--- src/sv/sks_pkg.sv ---
// Shared types and codes for the sorted key set unit.
package sks_pkg;

    localparam logic [2:0] CMD_INSERT = 3'd0;
    localparam logic [2:0] CMD_REMOVE = 3'd1;
    localparam logic [2:0] CMD_CLEAR  = 3'd2;
    localparam logic [2:0] CMD_CHECK  = 3'd3;
    localparam logic [2:0] CMD_READ   = 3'd4;

    localparam logic [1:0] ST_OK       = 2'd0;
    localparam logic [1:0] ST_NOCHANGE = 2'd1;
    localparam logic [1:0] ST_FULL     = 2'd2;

    typedef enum logic [2:0] {
        OP_INSERT,
        OP_REMOVE,
        OP_CLEAR,
        OP_CHECK,
        OP_READ,
        OP_BAD
    } op_t;

    typedef struct packed {
        op_t          op;
        logic [127:0] key;
        logic [7:0]   pos;
    } item_t;

endpackage

--- src/sv/sks_front.sv ---
// Command front end: decodes items and queues them for the back end.
module sks_front (
    input  logic              clk,
    input  logic              rst_n,
    input  logic              start,
    output logic              busy,
    input  logic [2:0]        cmd,
    input  logic [63:0]       key_high,
    input  logic [63:0]       key_low,
    input  logic [7:0]        position,
    output logic              q_valid,
    output sks_pkg::item_t    q_item,
    input  logic              q_pop
);

    sks_pkg::item_t q_reg [2];
    logic           wr_ptr_reg, wr_ptr_next;
    logic           rd_ptr_reg, rd_ptr_next;
    logic [1:0]     count_reg, count_next;
    sks_pkg::item_t new_item;
    logic           push;
    logic           pop;

    always_comb
    begin
        new_item.key = {key_high, key_low};
        new_item.pos = position;
        unique case (cmd)
            sks_pkg::CMD_INSERT: new_item.op = sks_pkg::OP_INSERT;
            sks_pkg::CMD_REMOVE: new_item.op = sks_pkg::OP_REMOVE;
            sks_pkg::CMD_CLEAR:  new_item.op = sks_pkg::OP_CLEAR;
            sks_pkg::CMD_CHECK:  new_item.op = sks_pkg::OP_CHECK;
            sks_pkg::CMD_READ:   new_item.op = sks_pkg::OP_READ;
            default:             new_item.op = sks_pkg::OP_BAD;
        endcase
    end

    assign busy    = (count_reg == 2'd2);
    assign push    = start && !busy;
    assign q_valid = (count_reg != 2'd0);
    assign pop     = q_pop && q_valid;
    assign q_item  = q_reg[rd_ptr_reg];

    always_comb
    begin
        wr_ptr_next = wr_ptr_reg ^ push;
        rd_ptr_next = rd_ptr_reg ^ pop;
        count_next  = count_reg;
        if (push && !pop)
        begin
            count_next = count_reg + 2'd1;
        end
        else if (pop && !push)
        begin
            count_next = count_reg - 2'd1;
        end
    end

    always_ff @(posedge clk)
    begin
        if (push)
        begin
            q_reg[wr_ptr_reg] <= new_item;
        end
    end

    always_ff @(posedge clk or negedge rst_n)
    begin
        if (!rst_n)
        begin
            wr_ptr_reg <= 1'b0;
            rd_ptr_reg <= 1'b0;
            count_reg  <= 2'd0;
        end
        else
        begin
            wr_ptr_reg <= wr_ptr_next;
            rd_ptr_reg <= rd_ptr_next;
            count_reg  <= count_next;
        end
    end

endmodule

--- config.mk ---
export PLATFORM = sky130hd
export DESIGN_NAME = sks_front
export DESIGN_NICKNAME = d
export VERILOG_FILES = /design/src/sv/sks_pkg.sv /design/src/sv/sks_front.sv
export SDC_FILE = /design/constraint.sdc
export NUM_CORES = 1
export LEC_CHECK = 0
export ABC_AREA = 1
export BUFFER_PORTS_ARGS = -buffer_cell sky130_fd_sc_hd__buf_2
export CAP_MARGIN = 20
export CORE_UTILIZATION = 55
export CTS_CLUSTER_DIAMETER = 100
export DETAILED_ROUTE_END_ITERATION = 16
export PLACE_DENSITY_LB_ADDON = 0.15
export RECOVER_POWER = 25
export SKIP_CTS_REPAIR_TIMING = 1
export SYNTH_ARGS = -nofsm -noshare
export SYNTH_HDL_FRONTEND = slang
export SYNTH_SLANG_ARGS = --single-unit
--- constraint.sdc ---
create_clock -name clk -period 7.32 [get_ports clk]
set_input_delay 0.732 -clock clk [delete_from_list [all_inputs] [get_ports clk]]
set_output_delay 0.732 -clock clk [all_outputs]
set_load 0.01 [all_outputs]
==> results.md <==
Drt:
- In the routed design, unresolved DRC markers number 0.
- After detailed routing, the total wire length is 20.6 mm.
- The residual antenna-violating net count after detailed routing is 0.
- The initial detailed-routing violation count is 492.
- The average wire per cell in the routed design is 15.8 um.
- The routed layout has 6400 vias.
- The detailed-routing iteration count for the pre-antenna-repair pass is 6.
- The via count normalized by instance count is 4.90.

Pwr:
- The power per cell area is 412 nW/um^2.
- The part of the power in combinational logic is 30.8%.
- The sequential power share is 43.7%.
- Internal power comes to 0.00355 W.
- In this run, the clock network consumes 25.5% of the power.
- For this design the total switching power over the nets is 0.00175 W.
- Of the total power, the share spent switching nets is 33.0%.
- IR analysis of the VDD net gives a maximum drop of 0.245 mV.
- The leakage power total is 5.52 nW.

Yosys:
- Summing every instance area after synthesis gives 10400 um^2.
- A synthesized cell averages 13.7 um^2.
- Summing the areas of all compound-gate instances in the mapped netlist gives 0.0723% of the synthesized area.
- The share of the Yosys chip area taken by registers is 81.3%.
- The adder-cell share of the synthesized area is 0.361%.
- The post-synthesis simple-gate area fraction is 15.6%.
- In the synthesized netlist, mux cells make up 0% of the area.
- For this run, the number of Yosys warnings is 0.
- The synthesized instance count is 759.
- Synthesis inferred 282 register bits.
- The post-synthesis xor/xnor area fraction is 0.0843%.
- The number of nets handed over by synthesis was 905.
- The unique cell type count in the Yosys netlist is 15.
- The largest family of logic cells by synthesized area is simple AND/OR/NAND/NOR gates.

Critical path:
- STA classifies the critical path endpoint as a primary output.
- At the worst endpoint, the required time is 6.59 ns.
- The largest fanout on the critical path is 80.
- At the worst endpoint, the arrival time is 2.96 ns.
- The path type of the worst setup path is flip-flop to primary output.
- The category of the worst setup path launch point is a flip-flop.

Timing:
- The final count of pins violating max slew was 0.
- The worst pin sits at a relative slew slack of 43.5%.
- Setup violations remaining at the end of the flow were counted as 0.
- Derived from the worst setup path, the maximum achievable clock frequency is 271 MHz.
- Across the routed clock network, the largest skew measured is 0.00512 ns.
- After layout, the minimum clock period comes to 3.69 ns.
- At the pin with the least slew margin, the transition time is 0.847 ns.
- In the finished design, the share of the clock period the worst path needs comes to 50.5%.
- The count of endpoints failing hold in the final timing report came to 0.
- The accumulated negative setup slack is 0 ns.
- Setup repair after global routing left no endpoint under its margin.

CTS:
- The clock tree root driver cell is clkbuf_16.
- The clock insertion delay at the later pin of the skew report is 0.51 ns.
- The number of buffers inserted during clock tree synthesis is 28.
- The CTS clock-pin slew for the worst setup and hold paths is 0.06 ns.
- The CTS tree is done.
- The total number of clock tree sinks is 282.
- In this run the number of H-tree levels came out at 1.
- The longest clock path from root to sink contains 3 buffers.

Floorplan:
- The core footprint is 18200 um^2.
- The initial utilization of the core area, before any placement, comes to 57.0%.
- From bottom edge to top edge, the die measures 139 um.
- The die is 139 um wide.
- 284 I/O pins were placed.
- The row count is 49.
- The floorplan step defined a die boundary enclosing 19400 um^2.

Min path:
- The class of the tightest hold or removal check is input port to flip-flop.

Finish:
- The post-route non-filler standard cell count is 1305.
- The post-route netlist has 28.4% of its cells at a drive strength greater than 1.
- Counting the fill cells in the layout gives 1298.
- The net total in the final layout is 1194.
- The top cell types in the final layout, fill and taps aside, are 425 x nand2_1, 278 x edfxtp_1, 255 x buf_2.
- The library cell used most frequently in the layout, excluding fill and tap cells, is nand2_1.
- The register with the most flip-flops in the layout has 278 of them.
- The area growth from synthesis to layout is 24.0%.

GRT:
- The overall track demand over capacity in global routing is 20.6%.
- Global routing finished with a remaining overflow of 0.
- Entering global routing, the biggest net connects 102 pins.
- The via count of the first global-routing pass is 6185.
- The first global-routing pass estimated 30.8 mm of wire.
- The number of antenna violations at the first check in global routing was 6.

Placed design:
- The global placement routability congestion is 0.816.
- The total half-perimeter wirelength after legalization and detailed placement is 12.9 mm.
- The total placed cells including tap cells is 1244.
- The number of buffers inserted by port buffering is 283.

Job:
- Max-cap violations in this run came to 0.

Outcome:
- The flow ran to the end, and the final reports show no timing, DRC or antenna violations.
[Yosys cell counts]
cell type	count	area [um^2]
clkbuf_1	2	7.51
buf_2	18	90.1
ha_1	3	37.5
nand2_1	425	1600
edfxtp_1	278	8350
nand4_1	1	6.26
inv_2	1	3.75
a21o_1	1	7.51
buf_4	1	7.51
nand3_1	2	10.0
xnor2_1	1	8.76
inv_1	8	30.0
nor2_1	3	11.3
dfrtp_1	4	100
buf_6	11	124
[cells by family (layout without fill, tap and decap cells)]
kind of cell	Yosys count	after routing
fa+ha+maj	3	3
xor+xnor	1	1
simple gates	431	431
flops	282	282
buf+inv	41	352
compound gates	1	1
other cells	0	6
[metal layers]
layer	up-vias	share of wire, %	GRT usage (%)
met5	-	0	0
met4	0	2.4	8.65
met3	36	8.4	5.71
met2	237	50	34.9
met1	2974	39	25.1
li1	3153	-	-
[through the flow]
step                setup slack, ns  cell area [um^2]  hold slack (ns)  power [W]  utilization (%)
floorplan                      2.60             10400            0.436    0.00337                -
global placement               3.93             11900            0.455    0.00395             65.5
detailed placement             3.93             12000            0.478    0.00398             65.6
CTS                            3.55             12800         -0.00614    0.00533             70.5
global route                   3.36             12900            0.378    0.00558             70.7
finish                         3.63             12900            0.400    0.00530             70.7
[path summary, 6_finish.rpt]
check                        startpoint  cells past startpoint  slack [ns]       endpoint
setup / recovery             rd_ptr_reg                      5        3.63     q_item[73]
hold / removal             key_high[53]                      1        0.40  q_reg[0][125]
setup reg to reg           count_reg[1]                      6        4.52   q_reg[1][95]
hold reg to reg            count_reg[1]                      2        0.50   count_reg[1]
max in group asynchronous         rst_n                      2        6.62     rd_ptr_reg
min in group asynchronous         rst_n                      2        0.56     wr_ptr_reg
[worst max-delay path, cell delays in order (launching register included)]
cell,delay (ns)
dfrtp_4,0.67
inv_4,0.53
buf_4,0.78
nand2_1,0.16
nand2_1,0.13
buf_2,0.14
[power by group through the flow]
stage               logic (W)  clock network (W)  registers, W
finish                0.00163            0.00135       0.00232
global route          0.00180            0.00143       0.00235
CTS                   0.00163            0.00137       0.00233
detailed placement    0.00162                  0       0.00236
global placement      0.00160                  0       0.00235
floorplan             0.00102                  0       0.00236
[final cells by class]
type	instances	area, um^2	share of cell area (%)
inverter	9	36.3	0.282
multi-input combinational	436	1700	13.2
tap	229	287	2.23
sequential	282	8450	65.6
timing repair buffer	291	1500	11.7
antenna	6	15.0	0.117
clock buffer	41	781	6.06
clock inverter	11	101	0.787
No activity file was read; power rests on OpenSTA's default activity.
